### src/sv/http_chunked_decoder_assert.svh
// Assertion macros for the chunked body decoder.
// Included by the top level; depends on nothing else.
`ifndef HTTP_CHUNKED_DECODER_ASSERT_SVH
`define HTTP_CHUNKED_DECODER_ASSERT_SVH

// Same-cycle implication, disabled during reset
`define HCD_ASSERT_IMPLY(name, clk, rst, ante, cons) \
  name: assert property (@(posedge clk) disable iff (rst) (ante) |-> (cons)) \
    else $error("http_chunked_decoder: assertion failed");

// Next-cycle implication, disabled during reset
`define HCD_ASSERT_NEXT(name, clk, rst, ante, cons) \
  name: assert property (@(posedge clk) disable iff (rst) (ante) |=> (cons)) \
    else $error("http_chunked_decoder: assertion failed");

`endif

### src/sv/hcd_pkg.sv
// Shared types, constants and helpers of the chunked body decoder.
// No dependencies; used by the size line parser and the top level.
package hcd_pkg;

  localparam int SIZE_BITS = 32;

  localparam logic [7:0] CHAR_CR    = 8'h0D;
  localparam logic [7:0] CHAR_LF    = 8'h0A;
  localparam logic [7:0] CHAR_PLUS  = 8'h2B;
  localparam logic [7:0] CHAR_MINUS = 8'h2D;
  localparam logic [7:0] CHAR_X_LO  = 8'h78;
  localparam logic [7:0] CHAR_X_UP  = 8'h58;
  localparam logic [7:0] CHAR_SPACE = 8'h20;
  localparam logic [7:0] CHAR_TAB   = 8'h09;

  typedef enum logic [3:0] {
    MODE_LEAD,
    MODE_SIGN,
    MODE_DIGITS,
    MODE_TAIL,
    MODE_DATA,
    MODE_POST_CR,
    MODE_POST_LF,
    MODE_PASS,
    MODE_STOP
  } mode_t;

  typedef enum logic [1:0] {
    STATUS_ZERO_CHUNK    = 2'd0,
    STATUS_TRUNCATED     = 2'd1,
    STATUS_BAD_SIZE      = 2'd2,
    STATUS_NO_TERMINATOR = 2'd3
  } status_t;

  // Size line state: mode, accumulator, parse flags, pending CR
  typedef struct packed {
    mode_t                mode;
    logic [SIZE_BITS-1:0] acc;
    logic                 digit;
    logic                 neg;
    logic                 prefix;
    logic                 over;
    logic                 cr;
  } line_state_t;

  localparam line_state_t LINE_RESET = '{
    mode:   MODE_LEAD,
    acc:    '0,
    digit:  1'b0,
    neg:    1'b0,
    prefix: 1'b0,
    over:   1'b0,
    cr:     1'b0
  };

  // Whitespace as the C library sees it: space, tab through CR
  function automatic logic is_space(input logic [7:0] c);
    return (c == CHAR_SPACE) || ((c >= CHAR_TAB) && (c <= CHAR_CR));
  endfunction

  // Hex digit decode: {valid, value}
  function automatic logic [4:0] hex_digit(input logic [7:0] c);
    logic [4:0] r;
    r = 5'd0;
    if (c >= 8'h30 && c <= 8'h39) begin
      r = {1'b1, c[3:0]};
    end else if ((c >= 8'h61 && c <= 8'h66) || (c >= 8'h41 && c <= 8'h46)) begin
      r = {1'b1, c[3:0] + 4'd9};
    end
    return r;
  endfunction

endpackage

### src/sv/hcd_if.sv
// Handshake channels of the chunked body decoder: raw body in, payload out.
// No dependencies.
interface hcd_body_if;
  logic       valid;
  logic       ready;
  logic [7:0] body_byte;
  logic       end_of_body;

  modport source(output valid, body_byte, end_of_body, input ready);
  modport sink(input valid, body_byte, end_of_body, output ready);
endinterface

interface hcd_payload_if;
  logic       valid;
  logic       ready;
  logic [7:0] payload_byte;
  logic       payload_valid;
  logic       body_done;
  logic [1:0] end_status;

  modport source(output valid, payload_byte, payload_valid, body_done, end_status,
                 input ready);
  modport sink(input valid, payload_byte, payload_valid, body_done, end_status,
               output ready);
endinterface

### src/sv/http_chunked_decoder.sv
// Channel   Role  Payload
// body      sink  body_byte[7:0], end_of_body
// payload   src   payload_byte[7:0], payload_valid, body_done, end_status[1:0]
//
// One byte per cycle while body.ready is high: each accepted byte updates the parse
// state in the same cycle and its result, if any, lands in the output register.
// The output register is the only buffer; body.ready drops only while a result
// waits there and payload.ready is low.
// Synchronous reset clears the parse state and the output register.
// The byte marked end_of_body returns all parse state to its reset value.
//
// Depends on hcd_pkg, hcd_if, hcd_size_line and http_chunked_decoder_assert.svh.
`include "http_chunked_decoder_assert.svh"

module http_chunked_decoder (
  input logic           clk,
  input logic           rst,
  hcd_body_if.sink      body,
  hcd_payload_if.source payload
);

  hcd_pkg::line_state_t           line;
  hcd_pkg::line_state_t           line_step;
  hcd_pkg::line_state_t           parse_in;
  hcd_pkg::line_state_t           parse_out;
  logic                           parse_end;
  logic [hcd_pkg::SIZE_BITS-1:0]  bytes_left;
  logic [hcd_pkg::SIZE_BITS-1:0]  bytes_left_step;
  hcd_pkg::status_t               stop_cause;
  hcd_pkg::status_t               stop_cause_step;

  logic                           accept;
  logic                           res_valid;
  logic                           res_payload_valid;
  logic [7:0]                     res_byte;
  hcd_pkg::status_t               res_status;

  logic                           out_valid;
  logic [7:0]                     out_byte;
  logic                           out_payload_valid;
  logic                           out_done;
  hcd_pkg::status_t               out_status;

  // Accept while the output register is empty or draining
  assign body.ready = !out_valid || payload.ready;
  assign accept     = body.valid && body.ready;

  // After a chunk's data the next size line starts clean, even without its CR LF
  assign parse_in = (line.mode == hcd_pkg::MODE_POST_CR || line.mode == hcd_pkg::MODE_POST_LF)
                  ? hcd_pkg::LINE_RESET : line;

  hcd_size_line u_size_line (
    .cur      (parse_in),
    .ch       (body.body_byte),
    .nxt      (parse_out),
    .line_end (parse_end)
  );

  // Next state for one byte, before the end-of-body reset
  always_comb begin
    logic use_parser;
    use_parser      = 1'b0;
    line_step       = line;
    bytes_left_step = bytes_left;
    stop_cause_step = stop_cause;
    case (line.mode)
      hcd_pkg::MODE_DATA: begin
        bytes_left_step = bytes_left - hcd_pkg::SIZE_BITS'(1);
        if (bytes_left == hcd_pkg::SIZE_BITS'(1)) begin
          line_step.mode = hcd_pkg::MODE_POST_CR;
        end
      end
      hcd_pkg::MODE_POST_CR: begin
        if (body.body_byte == hcd_pkg::CHAR_CR) begin
          line_step.mode = hcd_pkg::MODE_POST_LF;
        end else begin
          use_parser = 1'b1;
        end
      end
      hcd_pkg::MODE_POST_LF: begin
        if (body.body_byte == hcd_pkg::CHAR_LF) begin
          line_step = hcd_pkg::LINE_RESET;
        end else begin
          use_parser = 1'b1;
        end
      end
      hcd_pkg::MODE_PASS, hcd_pkg::MODE_STOP: begin
      end
      default: begin
        use_parser = 1'b1;
      end
    endcase

    // Size line bytes, and the decision at the end of the line
    if (use_parser) begin
      line_step = parse_out;
      if (parse_end) begin
        if (!parse_out.digit || parse_out.over) begin
          line_step.mode  = hcd_pkg::MODE_STOP;
          stop_cause_step = hcd_pkg::STATUS_BAD_SIZE;
        end else if (parse_out.acc == '0) begin
          line_step.mode  = hcd_pkg::MODE_STOP;
          stop_cause_step = hcd_pkg::STATUS_ZERO_CHUNK;
        end else if (parse_out.neg) begin
          line_step.mode = hcd_pkg::MODE_PASS;
        end else begin
          line_step.mode  = hcd_pkg::MODE_DATA;
          bytes_left_step = parse_out.acc;
        end
      end
    end
  end

  // Result for one byte
  always_comb begin
    res_payload_valid = (line.mode == hcd_pkg::MODE_DATA) || (line.mode == hcd_pkg::MODE_PASS);
    res_byte          = res_payload_valid ? body.body_byte : 8'd0;
    res_valid         = res_payload_valid || body.end_of_body;
    res_status        = hcd_pkg::STATUS_ZERO_CHUNK;
    if (body.end_of_body) begin
      if (line_step.mode == hcd_pkg::MODE_STOP) begin
        res_status = stop_cause_step;
      end else if (line_step.mode == hcd_pkg::MODE_DATA ||
                   line_step.mode == hcd_pkg::MODE_PASS) begin
        res_status = hcd_pkg::STATUS_TRUNCATED;
      end else begin
        res_status = hcd_pkg::STATUS_NO_TERMINATOR;
      end
    end
  end

  // Advance parse state on each accepted item; restart after the end byte
  always_ff @(posedge clk) begin
    if (rst) begin
      line       <= hcd_pkg::LINE_RESET;
      bytes_left <= '0;
      stop_cause <= hcd_pkg::STATUS_ZERO_CHUNK;
    end else if (accept) begin
      if (body.end_of_body) begin
        line       <= hcd_pkg::LINE_RESET;
        bytes_left <= '0;
        stop_cause <= hcd_pkg::STATUS_ZERO_CHUNK;
      end else begin
        line       <= line_step;
        bytes_left <= bytes_left_step;
        stop_cause <= stop_cause_step;
      end
    end
  end

  // Output register: load when an item yields a result, else drop when taken
  always_ff @(posedge clk) begin
    if (rst) begin
      out_valid <= 1'b0;
    end else if (accept && res_valid) begin
      out_valid <= 1'b1;
    end else if (payload.ready) begin
      out_valid <= 1'b0;
    end
  end

  always_ff @(posedge clk) begin
    if (accept && res_valid) begin
      out_byte          <= res_byte;
      out_payload_valid <= res_payload_valid;
      out_done          <= body.end_of_body;
      out_status        <= res_status;
    end
  end

  assign payload.valid         = out_valid;
  assign payload.payload_byte  = out_byte;
  assign payload.payload_valid = out_payload_valid;
  assign payload.body_done     = out_done;
  assign payload.end_status    = out_status;

  `HCD_ASSERT_IMPLY(a_no_overwrite, clk, rst, out_valid && !payload.ready, !body.ready)
  `HCD_ASSERT_IMPLY(a_data_nonzero, clk, rst, line.mode == hcd_pkg::MODE_DATA, bytes_left != '0)
  `HCD_ASSERT_IMPLY(a_result_nonempty, clk, rst, out_valid, out_payload_valid || out_done)
  `HCD_ASSERT_NEXT(a_end_restarts, clk, rst, accept && body.end_of_body,
                   line.mode == hcd_pkg::MODE_LEAD && bytes_left == '0)

endmodule

### src/sv/hcd_size_line.sv
// Size line parser: one byte of a chunk size line, strtoul base 16 style.
// Depends on hcd_pkg.
module hcd_size_line (
  input  hcd_pkg::line_state_t cur,
  input  logic [7:0]           ch,
  output hcd_pkg::line_state_t nxt,
  output logic                 line_end
);

  logic [4:0] hex;
  logic       first_digit;
  logic       take;
  logic       zero_lead;

  assign hex = hcd_pkg::hex_digit(ch);

  always_comb begin
    nxt         = cur;
    line_end    = 1'b0;
    first_digit = 1'b0;
    take        = 1'b0;
    zero_lead   = 1'b0;
    if (cur.cr && ch == hcd_pkg::CHAR_LF) begin
      // CR LF closes the line
      line_end = 1'b1;
      nxt.cr   = 1'b0;
    end else begin
      // A stray CR acts as whitespace: it ends a sign or a digit run
      if (cur.cr) begin
        nxt.cr = 1'b0;
        if (cur.mode == hcd_pkg::MODE_SIGN || cur.mode == hcd_pkg::MODE_DIGITS) begin
          nxt.mode   = hcd_pkg::MODE_TAIL;
          nxt.prefix = 1'b0;
        end
      end
      if (ch == hcd_pkg::CHAR_CR) begin
        nxt.cr = 1'b1;
      end else begin
        case (nxt.mode)
          hcd_pkg::MODE_LEAD: begin
            if (hcd_pkg::is_space(ch)) begin
              // skip leading whitespace
            end else if (ch == hcd_pkg::CHAR_PLUS || ch == hcd_pkg::CHAR_MINUS) begin
              nxt.neg  = nxt.neg | (ch == hcd_pkg::CHAR_MINUS);
              nxt.mode = hcd_pkg::MODE_SIGN;
            end else begin
              first_digit = 1'b1;
            end
          end
          hcd_pkg::MODE_SIGN: begin
            first_digit = 1'b1;
          end
          hcd_pkg::MODE_DIGITS: begin
            if (nxt.prefix && (ch == hcd_pkg::CHAR_X_LO || ch == hcd_pkg::CHAR_X_UP)) begin
              nxt.prefix = 1'b0;
            end else begin
              nxt.prefix = 1'b0;
              if (hex[4]) begin
                take = 1'b1;
              end else begin
                nxt.mode = hcd_pkg::MODE_TAIL;
              end
            end
          end
          default: begin
          end
        endcase

        // First character after whitespace or sign
        if (first_digit) begin
          if (hex[4]) begin
            take      = 1'b1;
            zero_lead = (hex[3:0] == 4'd0);
          end else begin
            nxt.mode = hcd_pkg::MODE_TAIL;
          end
        end

        // Shift in a digit unless the size would overflow
        if (take) begin
          if (!nxt.over) begin
            if (nxt.acc[hcd_pkg::SIZE_BITS-1 -: 4] != 4'd0) begin
              nxt.over = 1'b1;
            end else begin
              nxt.acc = {nxt.acc[hcd_pkg::SIZE_BITS-5:0], hex[3:0]};
            end
          end
          nxt.digit = 1'b1;
          nxt.mode  = hcd_pkg::MODE_DIGITS;
          if (zero_lead) begin
            nxt.prefix = 1'b1;
          end
        end
      end
    end
  end

endmodule
### src/flat_wrapper.sv
// flat-port wrapper written by rule: the top's interface ports become plain ports
module http_chunked_decoder_flat 
  (clk, rst, body_valid, body_body_byte, body_end_of_body, body_ready, payload_valid, payload_payload_byte, payload_payload_valid, payload_body_done, payload_end_status, payload_ready);
  hcd_body_if body_i ();
  hcd_payload_if payload_i ();
  input logic clk;
  input logic rst;
  input wire logic [$bits(body_i.valid)-1:0] body_valid;
  input wire logic [$bits(body_i.body_byte)-1:0] body_body_byte;
  input wire logic [$bits(body_i.end_of_body)-1:0] body_end_of_body;
  output wire logic [$bits(body_i.ready)-1:0] body_ready;
  output wire logic [$bits(payload_i.valid)-1:0] payload_valid;
  output wire logic [$bits(payload_i.payload_byte)-1:0] payload_payload_byte;
  output wire logic [$bits(payload_i.payload_valid)-1:0] payload_payload_valid;
  output wire logic [$bits(payload_i.body_done)-1:0] payload_body_done;
  output wire logic [$bits(payload_i.end_status)-1:0] payload_end_status;
  input wire logic [$bits(payload_i.ready)-1:0] payload_ready;
  assign body_i.valid = body_valid;
  assign body_i.body_byte = body_body_byte;
  assign body_i.end_of_body = body_end_of_body;
  assign body_ready = body_i.ready;
  assign payload_valid = payload_i.valid;
  assign payload_payload_byte = payload_i.payload_byte;
  assign payload_payload_valid = payload_i.payload_valid;
  assign payload_body_done = payload_i.body_done;
  assign payload_end_status = payload_i.end_status;
  assign payload_i.ready = payload_ready;
  http_chunked_decoder u_core (.clk(clk), .rst(rst), .body(body_i), .payload(payload_i));
endmodule
### config.mk
export PLATFORM = sky130hd
export DESIGN_NAME = http_chunked_decoder_flat
export DESIGN_NICKNAME = d
export VERILOG_FILES = /design/src/sv/hcd_pkg.sv /design/src/sv/hcd_if.sv /design/src/sv/http_chunked_decoder.sv /design/src/sv/hcd_size_line.sv /design/src/flat_wrapper.sv
export VERILOG_INCLUDE_DIRS = /design/src /design/src/sv
export SDC_FILE = /design/constraint.sdc
export NUM_CORES = 1
export LEC_CHECK = 0
export ABC_AREA = 1
export BUFFER_PORTS_ARGS = -buffer_cell sky130_fd_sc_hd__buf_2
export CORE_ASPECT_RATIO = 2
export CORE_MARGIN = 5
export CORE_UTILIZATION = 43
export DETAILED_ROUTE_END_ITERATION = 6
export GPL_TIMING_DRIVEN = 0
export SYNTH_ARGS = -nofsm -noshare
export SYNTH_HDL_FRONTEND = slang
export SYNTH_SLANG_ARGS = --single-unit
export TNS_END_PERCENT = 20
### constraint.sdc
create_clock -name clk -period 3.7 [get_ports clk]
set_input_delay 0.37 -clock clk [delete_from_list [all_inputs] [get_ports clk]]
set_output_delay 0.37 -clock clk [all_outputs]
set_load 0.005 [all_outputs]
==> impl_metrics.py <==
metrics = {
    "sta": {
        "period_share_pct": 92.6,
        "rsz0062_at_grt": "false",
        "setup_viol": 0,
        "skew_ns": 0.0138,
        "setup_tns_ns": 0,
        "relSlewSlack_pct": 27.1,
        "worstMarginPinSlew_ns": 1.09,
        "fin_crit_ns": 3.43,
        "clock.fmax_mhz": 292,
        "hold_violations": 0,
        "drv_slew": 0,
    },
    "yosys": {
        "synthTopCellsByCount": "nand2_1 (447), inv_1 (108), a21oi_1 (105)",
        "netlist_top_cells_area": "nand2_1 (24%), dfxtp_1 (22%), a21oi_1 (7.6%)",
        "syn_avg_cell_area_um2": 5.96,
        "syn-num-nets": 1179,
        "syn_inst": 1159,
        "synth_enable_flop_cells": 12,
        "ys_seq_area_share_pct": 27.3,
        "synth_ff_type": "dfxtp_1",
        "async_flop_share_pct": 0,
        "synth_top_area_share_pct": 24.3,
        "synth.most_common_cell": "nand2_1",
        "ys_warn_count": 0,
        "netlist_area_mm2": 0.00691,
        "ys_types": 47,
        "yosys_register_bits": 88,
        "synth_top_cell_by_area": "nand2_1",
    },
    "placed_design": {
        "portBuffers": 24,
        "place.gp.congestion": 0.979,
        "hpwl_mm": 19.5,
    },
    "floorplanning": {
        "num_rows": 65,
        "pin_count": 27,
        "design.die.area_mm2": 0.0188,
        "design.core.area_mm2": 0.0158,
        "dieHeight_um": 189,
        "start_util_pct": 43.8,
        "die_w_um": 99.6,
    },
    "clock_tree": {
        "clock_path_buffers": 2,
        "hold_buffers": 0,
        "cts-root-buf": "clkbuf_16",
        "cts_tree": "done",
        "clock-sinks": 88,
        "htree_levels": 3,
        "numCtsBuffers": 9,
        "cts.clk_slew.worst_paths_ns": 0.07,
        "clk_latency_ns": 0.36,
    },
    "worst_setup_path": {
        "startpoint": "u_core.line[39]",
        "worst_ep_arrival_time_ns": 3.64,
        "critical_path.max_fanout": 10,
        "rrSetupSlack_ns": 0.27,
        "r2r-start": "u_core.line[39]",
        "critPathKind": "reg -> reg",
        "critPathCaptureType": "flip-flop",
        "timing.rr.end": "u_core.bytes_left[8]",
        "required_ns": 3.91,
        "reg2reg_depth": 23,
        "startpoint_type": "flip-flop",
        "critical_path.endpoint": "u_core.bytes_left[8]",
    },
    "finish": {
        "area_growth_pct": 10.4,
        "fillCellCount": 1752,
        "layout.nets": 1215,
        "register_area_mm2": 0.00188,
        "drive_gt1_share_pct": 10.8,
        "n_antenna_cell": 0,
        "multi_input_area_mm2": 0.00426,
    },
    "grt": {
        "first_global_vias": 7387,
        "grt_pass1_wl_mm": 38.9,
        "grt_max_degree": 16,
        "grt.overflow.total": 0,
        "grt_usage_pct": 26.8,
        "antenna_found_initial": 0,
    },
    "power_and_ir_drop": {
        "power_leakage_nw": 3.49,
        "power_density_mw_per_mm2": 285,
        "vdd_drop_max_mv": 0.207,
        "totalPowerFinal_w": 0.00217,
    },
    "drt": {
        "drt_wl_total_mm": 24.8,
        "detail-route-antenna-nets": 0,
        "drtPass1Iterations": 5,
        "vias": 7497,
        "via_per_inst": 5.35,
        "first_iter_violations": 362,
        "drc": 0,
        "routedWlPerCell_um": 17.7,
    },
    "min_path": {
        "min_path_type": "in -> reg",
        "hold_path_startpoint": "body_end_of_body",
    },
    "run_status": {
        "outcome": "finished, final reports clean",
    },
    "flow_run": {
        "drv_cap": 0,
    },
}
worst min-delay path by stage:
stage / endpoint / cells after the start
2_1_floorplan: u_core.line[19] / 2
3_3_place_gp: u_core.line[19] / 2
3_5_place_dp: u_core.line[5] / 2
4_1_cts: u_core.payload.body_done / 1
5_1_grt: u_core.payload.body_done / 1
6_report: u_core.payload.body_done / 1
stage by stage:
| stage | hold WS (ns) | setup WS [ns] | utilization, % | std cells | cell area, um2 |
|---|---|---|---|---|---|
| floorplan | 0.436 | 0.866 | - | 1159 | 6910 |
| global placement | 0.444 | -0.111 | 46.1 | 1384 | 7280 |
| detailed placement | 0.452 | -0.112 | 46.1 | 1384 | 7280 |
| CTS | 0.258 | 0.0134 | 48.1 | 1400 | 7590 |
| global route | 0.277 | 0.0206 | 48.3 | 1401 | 7620 |
| finish | 0.265 | 0.273 | 48.3 | 1401 | 7620 |
repair_timing:
| item | in CTS | in global routing |
|---|---|---|
| resized for setup | 0 | 12 |
| setup endpoints to repair | 0 | 29 |
| buffers inserted | 0 | 1 |
power breakdown:
group	switching (W)	leakage (nW)	internal, W
clock network	0.000415	0.145	0.000563
registers	0.00000338	0.728	0.000975
logic	0.000165	2.62	0.0000522
total	0.000584	3.49	0.00159
cells by family after synthesis:
| kind of cell | share of synthesized area (%) |
|---|---|
| AO/OA/AOI/OAI | 14.6 |
| XOR/XNOR | 3.68 |
| adder cells (fa/ha/maj) | 1.27 |
| buffers and inverters | 11.3 |
| flip-flops | 27.3 |
| AND/OR/NAND/NOR | 42.0 |
cell usage in the layout, fill, tap and decap left out, types with 10 or more instances in the layout:
cell type and n:
nand2_1 445, inv_1 108, a21oi_1 104, nor2_1 94
dfxtp_1 75, nand3_1 61, buf_2 33, clkbuf_1 24
o21ai_0 24, o21ai_1 23, xor2_1 19, nand2_2 13
nor3_1 13, nand4_1 13, buf_6 12, edfxtp_1 12
inv_2 10, xnor2_1 10
critical path, cell delays in order, from the launching register on:
cell     delay [ns]
dfxtp_1        0.39
inv_1          0.15
nor2_8         0.21
nand2_8        0.11
nand2_1        0.07
nand2_1        0.10
nor2_1         0.13
nand2_2        0.12
nand2_4        0.13
buf_4          0.22
a21oi_1        0.13
nor2_2         0.17
nand2_1        0.08
nor2_1         0.15
nand2_1        0.08
nor2_2         0.18
nand2_2        0.14
nand3_2        0.12
inv_2          0.06
nand2_2        0.10
buf_6          0.17
a21oi_1        0.08
o21ai_1        0.11
a21oi_1        0.07
layer usage:
layer / GRT usage (%) / vias to the layer above / routed length (um)
met4: 20.8 / 0 / 2070
met1: 27.1 / 3395 / 9180
met3: 3.87 / 111 / 1020
met2: 48.0 / 236 / 12600
li1: - / 3755 / -
met5: 0 / - / 0
cell type report:
cell class	instances	area share, %
repair buffers	25	1.67
clock inverters	4	0.706
flip-flops and latches	88	24.7
plain buffers	51	4.19
well taps	201	3.30
clock buffers	12	3.37
multi-input cells	897	55.9
inverters	123	6.12
flip-flops by register name, indices dropped and copies added (netlist names):
name	flops
u_core.bytes_left	32
u_core.payload.valid	1
u_core.stop_cause	2
u_core.payload.end_status	2
u_core.payload.payload_valid	1
u_core.payload.payload_byte	8
u_core.line	41
u_core.payload.body_done	1
No activity file was read; power rests on OpenSTA's default activity.
